**src/hw/rtl/erf_pkg.sv**
```systemverilog
// shared constants for the escaped radio frame receive filter
package erf_pkg;

    localparam int FRAME_MAX = 64;
    localparam int ADDR_W    = $clog2(FRAME_MAX);
    localparam int CNT_W     = $clog2(FRAME_MAX + 1);
    localparam int LEN_W     = 17;
    localparam int IDX_W     = 6;

    localparam logic [7:0] START_MARK = 8'h7E;
    localparam logic [7:0] ESC_MARK   = 8'h7D;
    localparam logic [7:0] ESC_XOR    = 8'h20;
    localparam logic [7:0] API_LONG   = 8'h80;
    localparam logic [7:0] API_SHORT  = 8'h81;
    localparam logic [7:0] BROADCAST  = 8'hFF;
    localparam logic [7:0] SUM_GOOD   = 8'hFF;
    localparam logic [7:0] NODE_RESET = 8'd3;

    localparam logic [CNT_W-1:0] OFFSET_LONG  = CNT_W'(14);
    localparam logic [CNT_W-1:0] OFFSET_SHORT = CNT_W'(8);
    localparam logic [CNT_W-1:0] MIN_PAYLOAD  = CNT_W'(6);
    localparam logic [CNT_W-1:0] API_POS      = CNT_W'(3);
    localparam logic [CNT_W-1:0] LEN_HI_POS   = CNT_W'(1);
    localparam logic [CNT_W-1:0] LEN_LO_POS   = CNT_W'(2);

    localparam logic [LEN_W-1:0] LEN_RESET = LEN_W'(255);
    localparam logic [LEN_W-1:0] LEN_EXTRA = LEN_W'(4);

    localparam logic [2:0] ADDR_NODE = 3'd0;

    typedef logic [7:0] byte_t;

endpackage

```
**src/hw/rtl/escaped_radio_frame_receive_filter_core.sv**
```systemverilog
// top level of the escaped radio frame receive filter
//
// s_ channel: raw received serial bytes, still escaped, one per transaction.
// 0x7E opens a frame, 0x7D escapes the next byte. Bytes of a frame go into
// an internal frame buffer; length, api id, destination and checksum are
// tracked as the bytes arrive.
// When the last byte of a frame is accepted and the frame passes all checks,
// the payload (from offset 8 or 14 up to and including the checksum byte)
// is replayed from the buffer on the m_ channel, one transaction per cycle
// while m_ready is high, the first one the cycle after the closing byte.
// m_last_byte marks the end. While a payload is being replayed s_ready is
// low, also while m_ready holds the output off. A stall simply holds the
// current output byte, nothing is lost.
// node_address sits at APB address 0 and resets to 3; write it only while
// the block is idle. Reset clears the frame state and drops any open frame;
// no buffer clearing pass is needed.
module escaped_radio_frame_receive_filter_core (
    input  logic        aclk,
    input  logic        aresetn,
    input  logic        s_valid,
    output logic        s_ready,
    input  logic [7:0]  s_rx_byte,
    output logic        m_valid,
    input  logic        m_ready,
    output logic [7:0]  m_payload_byte,
    output logic [5:0]  m_payload_index,
    output logic        m_last_byte,
    input  logic        psel,
    input  logic        penable,
    input  logic        pwrite,
    input  logic [2:0]  paddr,
    input  logic [31:0] pwdata,
    output logic [31:0] prdata,
    output logic        pready
);

    import erf_pkg::*;

    localparam logic ST_RECV = 1'b0;
    localparam logic ST_OUT  = 1'b1;

    logic              state_reg, state_next;
    logic [CNT_W-1:0]  count_reg, count_next;
    logic              in_frame_reg, in_frame_next;
    logic              esc_reg, esc_next;
    logic [LEN_W-1:0]  exp_len_reg, exp_len_next;
    byte_t             sum_reg, sum_next;
    byte_t             node_reg;
    byte_t             len_hi_reg, len_hi_next;
    byte_t             api_reg, api_next;
    byte_t             dest_s_reg, dest_s_next;
    byte_t             dest_l_reg, dest_l_next;
    logic [ADDR_W-1:0] rd_ptr_reg, rd_ptr_next;
    logic [ADDR_W-1:0] last_reg, last_next;
    logic [IDX_W-1:0]  idx_reg, idx_next;

    byte_t             unesc;
    byte_t             sum_new;
    byte_t             api_cur;
    byte_t             dest;
    logic [CNT_W-1:0]  cnt_inc;
    logic [CNT_W-1:0]  offset;
    logic              api_ok;
    logic              good;
    logic              wr_en;
    logic              rd_en;
    logic [ADDR_W-1:0] rd_addr;
    byte_t             rd_data;
    logic              cfg_wr;

    erf_frame_ram #(
        .DEPTH (FRAME_MAX),
        .WIDTH (8)
    ) u_ram (
        .aclk    (aclk),
        .wr_en   (wr_en),
        .wr_addr (count_reg[ADDR_W-1:0]),
        .wr_data (unesc),
        .rd_en   (rd_en),
        .rd_addr (rd_addr),
        .rd_data (rd_data)
    );

    assign unesc   = esc_reg ? (s_rx_byte ^ ESC_XOR) : s_rx_byte;
    assign cnt_inc = count_reg + CNT_W'(1);
    assign sum_new = (count_reg >= API_POS) ? (sum_reg + unesc) : sum_reg;
    assign api_cur = (count_reg == API_POS) ? unesc : api_reg;
    assign api_ok  = (api_cur == API_LONG) || (api_cur == API_SHORT);
    assign offset  = (api_cur == API_LONG) ? OFFSET_LONG : OFFSET_SHORT;
    assign dest    = (api_cur == API_LONG) ? dest_l_reg : dest_s_reg;
    assign good    = (sum_new == SUM_GOOD) && api_ok && (cnt_inc >= offset + MIN_PAYLOAD)
                     && ((dest == node_reg) || (dest == BROADCAST));

    assign s_ready         = (state_reg == ST_RECV);
    assign m_valid         = (state_reg == ST_OUT);
    assign m_payload_byte  = rd_data;
    assign m_payload_index = idx_reg;
    assign m_last_byte     = (rd_ptr_reg == last_reg);

    always_comb begin
        state_next    = state_reg;
        count_next    = count_reg;
        in_frame_next = in_frame_reg;
        esc_next      = esc_reg;
        exp_len_next  = exp_len_reg;
        sum_next      = sum_reg;
        len_hi_next   = len_hi_reg;
        api_next      = api_reg;
        dest_s_next   = dest_s_reg;
        dest_l_next   = dest_l_reg;
        rd_ptr_next   = rd_ptr_reg;
        last_next     = last_reg;
        idx_next      = idx_reg;
        wr_en         = 1'b0;
        rd_en         = 1'b0;
        rd_addr       = rd_ptr_reg + ADDR_W'(1);
        unique case (state_reg)
            ST_RECV: begin
                if (s_valid) begin
                    if (s_rx_byte == START_MARK) begin
                        count_next    = CNT_W'(1);
                        esc_next      = 1'b0;
                        in_frame_next = 1'b1;
                        sum_next      = '0;
                    end else if (s_rx_byte == ESC_MARK) begin
                        esc_next = 1'b1;
                    end else if (in_frame_reg) begin
                        esc_next = 1'b0;
                        if (count_reg >= CNT_W'(FRAME_MAX)) begin
                            count_next    = '0;
                            in_frame_next = 1'b0;
                            sum_next      = '0;
                        end else begin
                            wr_en      = 1'b1;
                            count_next = cnt_inc;
                            sum_next   = sum_new;
                            if (count_reg == LEN_HI_POS) begin
                                len_hi_next = unesc;
                            end
                            if (count_reg == LEN_LO_POS) begin
                                exp_len_next = {1'b0, len_hi_reg, unesc} + LEN_EXTRA;
                            end
                            if (count_reg == API_POS) begin
                                api_next = unesc;
                            end
                            if (count_reg == OFFSET_SHORT) begin
                                dest_s_next = unesc;
                            end
                            if (count_reg == OFFSET_LONG) begin
                                dest_l_next = unesc;
                            end
                            if (LEN_W'(cnt_inc) == exp_len_reg) begin
                                count_next    = '0;
                                in_frame_next = 1'b0;
                                sum_next      = '0;
                                if (good) begin
                                    rd_en       = 1'b1;
                                    rd_addr     = offset[ADDR_W-1:0];
                                    rd_ptr_next = offset[ADDR_W-1:0];
                                    last_next   = count_reg[ADDR_W-1:0];
                                    idx_next    = '0;
                                    state_next  = ST_OUT;
                                end
                            end
                        end
                    end
                end
            end
            ST_OUT: begin
                if (m_ready) begin
                    if (rd_ptr_reg == last_reg) begin
                        state_next = ST_RECV;
                    end else begin
                        rd_en       = 1'b1;
                        rd_ptr_next = rd_ptr_reg + ADDR_W'(1);
                        idx_next    = idx_reg + IDX_W'(1);
                    end
                end
            end
            default: begin
                state_next = ST_RECV;
            end
        endcase
    end

    always_ff @(posedge aclk) begin
        if (!aresetn) begin
            state_reg    <= ST_RECV;
            count_reg    <= '0;
            in_frame_reg <= 1'b0;
            esc_reg      <= 1'b0;
            exp_len_reg  <= LEN_RESET;
            sum_reg      <= '0;
        end else begin
            state_reg    <= state_next;
            count_reg    <= count_next;
            in_frame_reg <= in_frame_next;
            esc_reg      <= esc_next;
            exp_len_reg  <= exp_len_next;
            sum_reg      <= sum_next;
        end
    end

    always_ff @(posedge aclk) begin
        len_hi_reg <= len_hi_next;
        api_reg    <= api_next;
        dest_s_reg <= dest_s_next;
        dest_l_reg <= dest_l_next;
        rd_ptr_reg <= rd_ptr_next;
        last_reg   <= last_next;
        idx_reg    <= idx_next;
    end

    // apb register file
    assign pready = 1'b1;
    assign cfg_wr = psel && penable && pwrite && (paddr == ADDR_NODE);
    assign prdata = (paddr == ADDR_NODE) ? {24'd0, node_reg} : 32'd0;

    always_ff @(posedge aclk) begin
        if (!aresetn) begin
            node_reg <= NODE_RESET;
        end else if (cfg_wr) begin
            node_reg <= pwdata[7:0];
        end
    end

endmodule

```
**src/hw/rtl/erf_frame_ram.sv**
```systemverilog
// frame buffer: one write port, one registered read port
module erf_frame_ram #(
    parameter int DEPTH = 64,
    parameter int WIDTH = 8,
    parameter int AW    = $clog2(DEPTH)
) (
    input  logic             aclk,
    input  logic             wr_en,
    input  logic [AW-1:0]    wr_addr,
    input  logic [WIDTH-1:0] wr_data,
    input  logic             rd_en,
    input  logic [AW-1:0]    rd_addr,
    output logic [WIDTH-1:0] rd_data
);

    logic [WIDTH-1:0] mem [DEPTH];
    logic [WIDTH-1:0] rd_data_reg;

    always_ff @(posedge aclk) begin
        if (wr_en) begin
            mem[wr_addr] <= wr_data;
        end
        if (rd_en) begin
            rd_data_reg <= mem[rd_addr];
        end
    end

    assign rd_data = rd_data_reg;

endmodule

```
**config.mk**
```make
export PLATFORM = sky130hd
export DESIGN_NAME = escaped_radio_frame_receive_filter_core
export DESIGN_NICKNAME = d
export VERILOG_FILES = /design/src/hw/rtl/erf_pkg.sv /design/src/hw/rtl/escaped_radio_frame_receive_filter_core.sv /design/src/hw/rtl/erf_frame_ram.sv
export SDC_FILE = /design/constraint.sdc
export NUM_CORES = 1
export LEC_CHECK = 0
export ABC_AREA = 0
export BUFFER_PORTS_ARGS = -buffer_cell sky130_fd_sc_hd__buf_2
export CORE_MARGIN = 2
export CORE_UTILIZATION = 45
export CTS_CLUSTER_SIZE = 20
export DETAILED_ROUTE_END_ITERATION = 8
export HOLD_SLACK_MARGIN = 0.06
export PLACE_DENSITY_LB_ADDON = 0.25
export REMOVE_ABC_BUFFERS = 1
export SETUP_SLACK_MARGIN = 0.05
export SLEW_MARGIN = 20
export SYNTH_ARGS = -nofsm -noshare
export SYNTH_HDL_FRONTEND = slang
export SYNTH_SLANG_ARGS = --single-unit
```
**constraint.sdc**
```tcl
create_clock -name aclk -period 17.3 [get_ports aclk]
set_input_delay 0.865 -clock aclk [delete_from_list [all_inputs] [get_ports aclk]]
set_output_delay 0.865 -clock aclk [all_outputs]
set_load 0.02 [all_outputs]
```
# Word level (Yosys, flattened, before mapping)
# Memories as Yosys holds them, arrays and structs flattened. A register that Yosys moved wholly into a read port is not among the register bits.
# Index checks and enable logic that the tools add are counted.
# totals
register_bits	93
output_inout_bits	50
ram_bits	512
memories	1
mem_bits_ro	0
latchBits	0
word_cells	146
input_bits	50
# classes
n_bitwise	5
n_mul	0
n_mux	72
n_div	0
order_cmp	3
reduce_logical	21
n_addsub	6
n_eq_ne	24
shift	0
# mem_list
name	depth	width	read_ports	rd_ports_with_merged_regs	write_ports	line_no	source
u_ram.mem	64	8	1	1	1	erf_frame_ram.sv:16	logic [WIDTH-1:0] mem [DEPTH];
# ops
cell	n
$mux 6	27
$mux 8	9
$mux 7	5
$eq 8x8->1 const B	4
$reduce_and 7->1	4
$mux 1	26
$pmux 6 s2	2
$add 16x3->17 const B	1
$eq 7x17->1	1
$eq 8x7->1 const B	2
$eq 7x2->1 const B	2
$eq 7x4->1 const B	2
$ne 2x2->1 const B	7
$add 6x1->6 const B	2
$reduce_and 9->1	1
$add 8x8->8	1
$eq 8x8->1	1
$reduce_and 8->1	1
$add 7x1->7 const B	1
$eq 7x1->1 const B	1
$ge 7x2->1 const B	1
$ge 7x5->1	1
$ge 7x7->1 const B	1
$eq 6x6->1	1
13 further kinds	27

# Depth between registers and ports, before layout
# Gate-level depths: netlist of run 1.
# depth
depth_word	17
mapped_depth	21
ltp_nobuf	15

# Modules after synthesis
# A second synthesis of run 1 with hierarchy kept.
# unflattened
hier_cells	1551
hier_area_um2	25771.0
# modules_own_cells
module	cells_per_inst	area_per_inst_um2	seq_area_each_um2	instances
erf_frame_ram	972	20270.7	15615.0	1
escaped_radio_frame_receive_filter_core	579	5500.3	2362.3	1

# Worst setup path before layout of run 1
# Ideal clock, no wire load.
# synth_timing
path_type	input-to-reg
from	in s_rx_byte[5]
to	reg u_ram.rd_data_reg[0] (netlist: u_ram.rd_data[0]), read port of u_ram.mem, data pin
setup_slack_ns	10.595
path_buffers	1
cell_stages	16
setup_time_ns	0.138
arrival_time_ns	6.567
path_cell_list	xor2_1 -> or4_1 -> a2bb2oi_2 -> inv_1 -> clkbuf_1 -> ha_1 -> a31oi_1 -> o32ai_1 -> a21oi_1 -> or3_1 -> nor4_1 -> nand3_1 -> a22o_1 -> o22ai_1 -> o21ai_0 -> nand4_1
# synth_via
elab_chain_len	17
elab_cells_between_ends	37
classes_between	2 x add/sub; 1 x order compare; 7 x eq/ne; 21 x mux; 1 x bitwise; 5 x reduce/logical
# synth_lines
item	line_no	source
start: declaration	escaped_radio_frame_receive_filter_core.sv:22	input logic [7:0] s_rx_byte,
$not 1->1 (no line)	--	
$mux 6	escaped_radio_frame_receive_filter_core.sv:84	assign unesc = esc_reg ? (s_rx_byte ^ ESC_XOR) : s_rx_byte;
$mux 8	--	
$eq 8x8->1	escaped_radio_frame_receive_filter_core.sv:88, escaped_radio_frame_receive_filter_core.sv:89, escaped_radio_frame_receive_filter_core.sv:90	
$mux 3	escaped_radio_frame_receive_filter_core.sv:89	assign offset = (api_cur == API_LONG) ? OFFSET_LONG : OFFSET_SHORT;
$add 4x3->5	escaped_radio_frame_receive_filter_core.sv:91	assign good = (sum_new == SUM_GOOD) && api_ok && (cnt_inc >= offset + MIN_PAYLOAD)
$ge 7x5->1	escaped_radio_frame_receive_filter_core.sv:91	
$logic_and 1x1->1	escaped_radio_frame_receive_filter_core.sv:91	
$logic_and 1x1->1	escaped_radio_frame_receive_filter_core.sv:92	&& ((dest == node_reg) || (dest == BROADCAST));
$mux 1 or $mux 6 (tied branches)	escaped_radio_frame_receive_filter_core.sv:156	if (good) begin
$mux 1 or $mux 6 (tied branches)	escaped_radio_frame_receive_filter_core.sv:152	if (LEN_W'(cnt_inc) == exp_len_reg) begin
$mux 1 or $mux 6 (tied branches)	escaped_radio_frame_receive_filter_core.sv:129	if (count_reg >= CNT_W'(FRAME_MAX)) begin
$mux 1 or $mux 6 (tied branches)	escaped_radio_frame_receive_filter_core.sv:127	end else if (in_frame_reg) begin
$mux 1 or $mux 6 (tied branches)	escaped_radio_frame_receive_filter_core.sv:125	end else if (s_rx_byte == ESC_MARK) begin
$mux 1 or $mux 6 (tied branches)	escaped_radio_frame_receive_filter_core.sv:120	if (s_rx_byte == START_MARK) begin
$mux 1 or $mux 6 (tied branches)	escaped_radio_frame_receive_filter_core.sv:119	if (s_valid) begin
$pmux 1 s2 or $mux 6 (tied branches)	escaped_radio_frame_receive_filter_core.sv:117	unique case (state_reg)
end: declaration	erf_frame_ram.sv:17	logic [WIDTH-1:0] rd_data_reg;
# Several ways; a longest one is shown, not always the timed one.
# A chain may end at the register's enable or synchronous reset.

# Worst setup path after layout of run 1
# layout_timing
from	reg count_reg[0]
to	reg u_ram.rd_data_reg[0] (netlist: u_ram.rd_data[0]), read port of u_ram.mem, data pin
# layout_via
elab_chain_len	16
elab_cells_between_ends	37
classes_between	2 x add/sub; 3 x order compare; 7 x eq/ne; 20 x mux; 5 x reduce/logical
# layout_lines
item	line_no	source
start: declaration	escaped_radio_frame_receive_filter_core.sv:43	logic [CNT_W-1:0] count_reg, count_next;
start signal: assignment	escaped_radio_frame_receive_filter_core.sv:196	count_reg <= count_next;
$eq 7x2->1	escaped_radio_frame_receive_filter_core.sv:87	assign api_cur = (count_reg == API_POS) ? unesc : api_reg;
$mux 8	--	
$eq 8x8->1	escaped_radio_frame_receive_filter_core.sv:88, escaped_radio_frame_receive_filter_core.sv:89, escaped_radio_frame_receive_filter_core.sv:90	
$mux 3	escaped_radio_frame_receive_filter_core.sv:89	
$add 4x3->5	escaped_radio_frame_receive_filter_core.sv:91	
$ge 7x5->1	escaped_radio_frame_receive_filter_core.sv:91	
$logic_and 1x1->1	escaped_radio_frame_receive_filter_core.sv:91	
$logic_and 1x1->1	escaped_radio_frame_receive_filter_core.sv:92	
$mux 1 or $mux 6 (tied branches)	escaped_radio_frame_receive_filter_core.sv:156	
$mux 1 or $mux 6 (tied branches)	escaped_radio_frame_receive_filter_core.sv:152	
$mux 1 or $mux 6 (tied branches)	escaped_radio_frame_receive_filter_core.sv:129	
$mux 1 or $mux 6 (tied branches)	escaped_radio_frame_receive_filter_core.sv:127	
$mux 1 or $mux 6 (tied branches)	escaped_radio_frame_receive_filter_core.sv:125	
$mux 1 or $mux 6 (tied branches)	escaped_radio_frame_receive_filter_core.sv:120	
$mux 1 or $mux 6 (tied branches)	escaped_radio_frame_receive_filter_core.sv:119	
$pmux 1 s2 or $mux 6 (tied branches)	escaped_radio_frame_receive_filter_core.sv:117	
# Several ways; a longest one is shown, not always the timed one.

==> results of run 1 <==
[layout make-up]
class                      instances  area (um2)  area share [%]
sequential                       613       17980           59.83
multi-input combinational       1238        8398           27.95
clock buffer                      84        1823           6.067
tap                              782       978.4           3.256
timing repair buffer              88       535.5           1.782
clock inverter                    28       241.5          0.8037
inverter                          24       90.09          0.2998
antenna                            1       2.502        0.008328
[layout by cell type, fill, tap and decap left out, types with 11 or more instances in the layout]
cell         n
buf_2       50
buf_4       38
nand2b_1    29
xor2_1      41
o221ai_1    24
o22ai_1     25
ha_1        16
a311oi_1    36
a221oi_1    36
clkbuf_16   69
clkbuf_1    11
a211oi_1    27
a31oi_1     15
edfxtp_1   570
conb_1      25
nand4_1     24
o211a_1     30
mux2_2      40
a22o_1      13
and2_1      20
nor4_1      24
mux2i_1     85
inv_1       22
nor2_1     151
o21ai_0     82
a211o_1     11
clkinv_1    12
a21oi_1     64
o31ai_1     19
o211ai_1    14
and3_1      26
dfxtp_1     43
nand3_1     37
nand2_1    145
or3_1       18
xnor2_1     14
[routing by layer]
layer / track usage (%) / wire (um)
met1: 32.25 / 31110
met5: 0 / 9
met4: 9.208 / 2673
met3: 3.817 / 5622
met2: 38.73 / 35910
[cell families (layout without fill, tap and decap cells)]
group                      after synthesis  in the layout
AOI/OAI and AO/OA                      475            475
xor gates and xnor gates                57             57
adders and majority gates               17             17
buffers and inverters                  178            224
DFF                                    613            613
muxes                                  125            125
other                                    2             26
and+or+nand+nor                        539            539
[worst max-delay path by stage]
stage	endpoint	slack (ps)	cells past startpoint
floorplan	u_ram.rd_data[0]$_DFFE_PP_	6380	15
global placement	u_ram.rd_data[5]$_DFFE_PP_	8800	20
detailed placement	u_ram.rd_data[5]$_DFFE_PP_	8780	20
CTS	u_ram.rd_data[0]$_DFFE_PP_	9280	17
global route	u_ram.rd_data[5]$_DFFE_PP_	8710	18
finish	u_ram.rd_data[0]$_DFFE_PP_	8990	16
[per-stage QoR]
step	setup WS, ps	area, um2
final	8993	30050
after global routing	8707	30040
after detailed placement	8781	27980
after global placement	8796	27980
after floorplan	6379	26380
after CTS	9280	30040
[power groups by stage]
stage / combinational, uW / clock, uW / sequential (uW)
finish: 48.3 / 1370 / 1620
global route: 52.0 / 1440 / 1620
CTS: 48.7 / 1380 / 1620
detailed placement: 48.7 / 0 / 1650
global placement: 46.9 / 0 / 1650
floorplan: 14.2 / 0 / 1650
[worst min-delay path: cells and delay by family]
kind	cells	cell delay, ps
AND/OR/NAND/NOR	2	110
buffers and inverters	1	70
==> results.md, run 1 <==
* EDFF count, synth at 570
* Ys Warns at 0
* Min Hold Slack at ~470 ps
* Fin cells at 2858
* Detailed Place HPWL at 45760 um
* PostCTS Resize Cnt at 0
* Synth top area share at between 60% and 70%
* Fin nets at ~2100
* Total setup buffers inserted after CTS at 0
* Final slew viol count at 0
* Filler cells at approximately 5000
* Global-route wire length before repair at 110800 um
* Final Core Density at about half
* Post-synthesis mux area share at between 4 and 5%
* Top post-synthesis cells by area: edfxtp_1, dfxtp_1, mux2i_1
* Crit path launch: count_reg[0]$_SDFFE_PN0P_
* Max Clk Rate at 120.4 MHz
* CP most frequent cell: ha_1
* Grt total ovfl at 0
* Post-Syn Area per Cell at 13.53 um2
* Wire per inst at 26.36 um
* Worst Hold Class: input pin to register
* Pwr per Cell Area at ~100 nW/um2
* Leak at about 0.0098 uW
* MaxCap Viol Count at 0
* CTS H-Tree Depth at 3
* Fraction of layout instances using a drive strength above 1 at around an eighth
* Xor and xnor fraction of the mapped netlist area at about 1.8%
* Inst Count DP at between 2000 and 3000
* Cell with the most instances after synthesis: edfxtp_1
* Crit path DAT at around 8600 ps
* Final hold vios at 0
* #FFs+latches synth at 613
* Sw frac at around a fifth
* Post-DRT Antenna Nets at 0
* CP Capture Type: register
* Residual DRC count at 0
* Min Clock Period, post-route at around 8300 ps
* Initial detailed-routing violation count at about 1800
* Clk slew on worst S/H paths at around 60 ps
* Slowest cell delay on critical path at approximately 1100 ps
* Ys async rst share at 0%
* # setup viols final at 0
* Worst hold path cell count at 3
* WHS Endpoint: node_reg[1]$_SDFFE_PN1P_
* Setup TNS at 0 ps
* Worst Path Required at 17610 ps
* Pin count of the biggest net entering global routing at 73
* Simple-Gate Fraction of Synth Area at between 9 and 10%
* Critical-path cell with the highest stage delay: a2111oi_0
* Sequential area share after synthesis at 66.25%
* Power after layout at about 3000 uW
* Synth Flop Type: edfxtp_1
* HP Start: pwdata[1]
* Post-Syn Instances at roughly 2000
* Clock skew at 24.33 ps
* Unrepaired setup endpoints after global routing: no
* Chip Width at approximately 250 um
* Synth Area in Adders at 0.8115%
* Initial antenna violation count at 1
* Int Power at approximately 2400 uW
* Critical path launch point type: register
* Fin crit share at roughly 48%
* Number of sinks on the clock net at 613
* DRT Wirelength at between 70000 and 80000 um
* Rel. slew slack at about 14%
* Worst setup path category: register to register
* CP bufs+invs at 2
* # hold bufs at CTS at 0
* Mapped cell area at ~27000 um2
* Total Routing Usage GR at a little under a quarter
* Area grow syn2layout at 10.72%
* Post-synthesis compound-gate area fraction at around an eighth
* Worst VDD drop at 0.00007059 V
* RR Endpoint: u_ram.rd_data[0]$_DFFE_PP_
* I/O pin count at 100
* Clock power frac at a little under half
* Cell Chain, Critical Path: ha_1 > nand3_2 > a2bb2oi_2 > inv_1 > ha_1 > a31oi_1 > o32ai_1 > a21oi_1 > nor3_1 > nand3_1 > nand2_2 > buf_4 > mux2i_1 > a2111oi_0 > a211o_1 > nand4_1
* Worst-skew pair later-pin latency at between 600 and 700 ps
* Tightest Pin Transition at 1253 ps
* Max reg flops at 512
* CP Max Fanout at 44
* Sw Pwr at between 600 and 700 uW
* RePlAce Congestion at 0.8664
* Count of cell types in the netlist at 81
* CTS Buf Count at 66
* Die area at 62280 um2
* Number of global-route vias before repair at about 17000
* FF-to-FF path depth at 16
* Cell Rows at 90
* Status: finished, final reports clean
* Drt pass-1 iters at 6
* R2R setup slack at 8990 ps
* Core Region at about 60000 um2
* Sequential share of power at a little over half
* Post-synth top area cell: edfxtp_1
* Vias/cell at 6.196
* Largest delay contributor family on the critical path: simple AND/OR/NAND/NOR gates
* Reg-to-Reg Start: count_reg[0]$_SDFFE_PN0P_
* Largest family of logic cells by synthesized area: compound AO/OA/AOI/OAI gates
* Combinational share of power at under 10%
* CTS tree: yes
* Leading cell types by count after synthesis: edfxtp_1, nor2_1, nand2_1
* Clock Path Buffers at 3
* Initial Utilization at a little under half
* PortBufs at 50
* Die height at about 250 um
* Vias after detailed routing at 17710
* Root buffer cell: clkbuf_16
(Power assumes the default switching activity.)
==> inputs of run 2 (changes only) <==
--- a/config.mk
+++ b/config.mk
@@ -5,7 +5,7 @@
 export SDC_FILE = /design/constraint.sdc
 export NUM_CORES = 1
 export LEC_CHECK = 0
-export ABC_AREA = 0
+export ABC_AREA = 1
 export BUFFER_PORTS_ARGS = -buffer_cell sky130_fd_sc_hd__buf_2
 export CORE_MARGIN = 2
 export CORE_UTILIZATION = 45
==> constraint.sdc (replaced) <==
create_clock -name aclk -period 8.4 [get_ports aclk]
set_input_delay 0.42 -clock aclk [delete_from_list [all_inputs] [get_ports aclk]]
set_output_delay 0.42 -clock aclk [all_outputs]
set_load 0.02 [all_outputs]
==> run 2 against run 1 <==
Net effect: cell area increased by 1.1%; clock skew decreased by 8.3 ps; largest power group unchanged; via count increased by 8.2%; critical path type unchanged; die area increased by 2.3%; global-route usage decreased by 1.8 points.
==> results.md, run 2 <==
* Worst Hold Class: input pin to register
* DRT Wirelength at around 70000 um
* Fin area at between 30000 and 40000 um2
* Setup TNS at 0 ps
* Synth Area in Adders at less than 1%
* EDFF count, synth at between 500 and 600
* Placed cell area at about 28000 um2
* Post-Syn Instances at roughly 2700
* Setup slack after layout at between 1000 and 1500 ps
* Vias after detailed routing at 19160
* Residual DRC count at 0
* Rel. slew slack at between 20% and 30%
* CP Max Fanout at 41
* Unrepaired setup endpoints after global routing: no
* Ys Warns at 0
* CTS tree: yes
* Crit path DAT at ~7300 ps
* Commonest non-fill, non-tap cell in the layout: nand2_1
* Pre-CTS setup slack at around 1600 ps
* Die height at ~250 um
* Final slew viol count at 0
* Chip Width at roughly 250 um
* CTS Buf Count at 66
* Worst-skew pair later-pin latency at between 500 and 600 ps
* Leak at 0.01168 uW
* Global Route met3 Usage at 4.078%
* Final hold vios at 0
* Fraction of layout instances using a drive strength above 1 at about 7%
* I/O pin count at 100
* Max reg flops at 512
* Max Clk Rate at approximately 140 MHz
* Fin crit share at roughly 83%
* Clock Path Buffers at 3
* Vias/cell at about 5.4
* Synth Flop Type: edfxtp_1
* Number of sinks on the clock net at 613
* Post-Syn Area per Cell at between 10 and 15 um2
* Count of cell types in the netlist at 46
* Wire per inst at roughly 20 um
* MaxCap Viol Count at 0
* Cell with the most instances after synthesis: nand2_1
* CP Capture Type: register
* PostCTS Resize Cnt at 0
* Die area at approximately 64000 um2
* Sequential area share after synthesis at ~65%
* Leading cell types by count after synthesis: nand2_1, edfxtp_1, nand3_1
* M1 GR Usage at a little under a third
* Simple-Gate Fraction of Synth Area at roughly a quarter
* Detailed Place HPWL at approximately 41000 um
* Most frequent cells in the layout: nand2_1, edfxtp_1, nand3_1
* Largest family of logic cells by synthesized area: simple AND/OR/NAND/NOR gates
* Fin nets at between 2000 and 3000
* #FFs+latches synth at 613
* Clk slew on worst S/H paths at 60 ps
* Grt total ovfl at 0
* Post-synthesis compound-gate area fraction at about 1.9%
* Initial Utilization at 45.27%
* Synth top area share at approximately three fifths
* Cell Rows at 91
* Worst VDD drop at 0.0001309 V
* Worst Path Required at between 8000 and 9000 ps
* Drt pass-1 iters at 5
* RePlAce Congestion at 0.8650
* Total setup buffers inserted after CTS at 0
* Core Region at roughly 61000 um2
* # setup viols final at 0
* Number of global-route vias before repair at roughly 19000
* Min Clock Period, post-route at 6949 ps
* Initial detailed-routing violation count at about 1800
* Post-DRT Antenna Nets at 0
* Tightest Pin Transition at 1126 ps
* Ys async rst share at 0%
* Top post-synthesis cells by area: edfxtp_1, nand2_1, nand3_1
* Initial antenna violation count at 3
* Mapped cell area at around 28000 um2
* Root buffer cell: clkbuf_16
* Worst setup path category: register to register
* Total Routing Usage GR at between 20% and 30%
* CTS H-Tree Depth at 3
* GRT busiest layer: met2
* Critical path launch point type: register
* Post-synthesis mux area share at 0%
* Min Hold Slack at about 120 ps
* Area grow syn2layout at 9.353%
* Status: finished, final reports clean
* Clock skew at between 15 and 20 ps
* M2 GR Usage at roughly 35%
* Post-synth top area cell: edfxtp_1
* Global-route wire length before repair at 106900 um
* PortBufs at 50
* Pwr per Cell Area at between 200 and 250 nW/um2
* Xor and xnor fraction of the mapped netlist area at less than 1%
* Pin count of the biggest net entering global routing at approximately 150
## run 2: changes by cell type in the layout (fill, tap and decap cells not counted), sizes merged, moves of 30 or more
cell,delta
o21ai,-53
nor2,-36
o211a,-30
nand3b,+105
nand2,+637
inv,+204
mux2i,-85
a21oi,-32
a221oi,-44
mux2,-40
nand3,+448
a311oi,-36
## run 2: area by class of cell
class	count	area, um2
fill	5530	30990
clock inverter	24	157.7
inverter	229	867.1
timing repair buffer	81	525.5
sequential	613	17980
tap	790	988.4
clock buffer	87	1803
multi-input combinational	1699	8061
antenna	1	2.502
## run 2: metrics by stage
step	total power [uW]	instances	util [%]
final	6123	3524	49.51
after global routing	6282	3523	49.50
after CTS	6161	3523	49.50
after detailed placement	3493	3410	46.27
after global placement	3490	3410	46.27
after floorplan	3422	2541	-
## run 2: worst max-delay path, stage by stage (launching register included)
cell,delay (ps)
dfxtp_1,640
ha_1,300
inv_1,130
nor2_8,210
nand3_1,120
nand2_1,130
nand2_1,70
nor2_2,440
nand2_1,450
ha_1,430
nand2_1,80
nand2_1,60
a31oi_1,220
a21oi_1,100
nor3_1,320
nor3_2,130
nand4_1,200
nand2_2,550
inv_2,960
buf_4,450
nand3_1,190
nand3_1,150
nand3_1,80
nand3_1,110
nand2_1,90
## run 2: report_power, final
part           switching, uW  internal, uW  total, uW  leakage (uW)
clock network           1160          1540       2690      0.000952
logic                   84.2          13.4       97.6       0.00524
registers              0.371          3330       3330       0.00550
total                   1240          4880       6120        0.0117
## run 2: what timing repair did
item / CTS / global route
setup endpoints to repair: 0 / 0
hold buffers: 2 / 0
endpoints found under the hold margin: 2 / 0
## run 2: cell families after synthesis
family | Yosys count
and+or+nand+nor | 1538
DFF | 613
buffers and inverters | 396
AOI/OAI and AO/OA | 94
xor gates and xnor gates | 25
adders and majority gates | 17
other | 2
## run 2: worst paths after layout
check,startpoint,endpoint,slack (ps),cells after the start
min,m_ready,m_valid$_SDFF_PN0_,120,4
min reg2reg,exp_len_reg[16]$_SDFFE_PN0P_,exp_len_reg[16]$_SDFFE_PN0P_,470,2
max,count_reg[0]$_SDFFE_PN0P_,u_ram.rd_data[6]$_DFFE_PP_,1450,24
max reg2reg,count_reg[0]$_SDFFE_PN0P_,u_ram.rd_data[6]$_DFFE_PP_,1450,24
## run 2: metal layers
| metal | vias up | routed length, um |
|---|---|---|
| met1 | 9243 | 30210 |
| met3 | 120 | 4973 |
| met2 | 676 | 32770 |
| met5 | - | 0 |
| li1 | 9119 | - |
| met4 | 0 | 2014 |
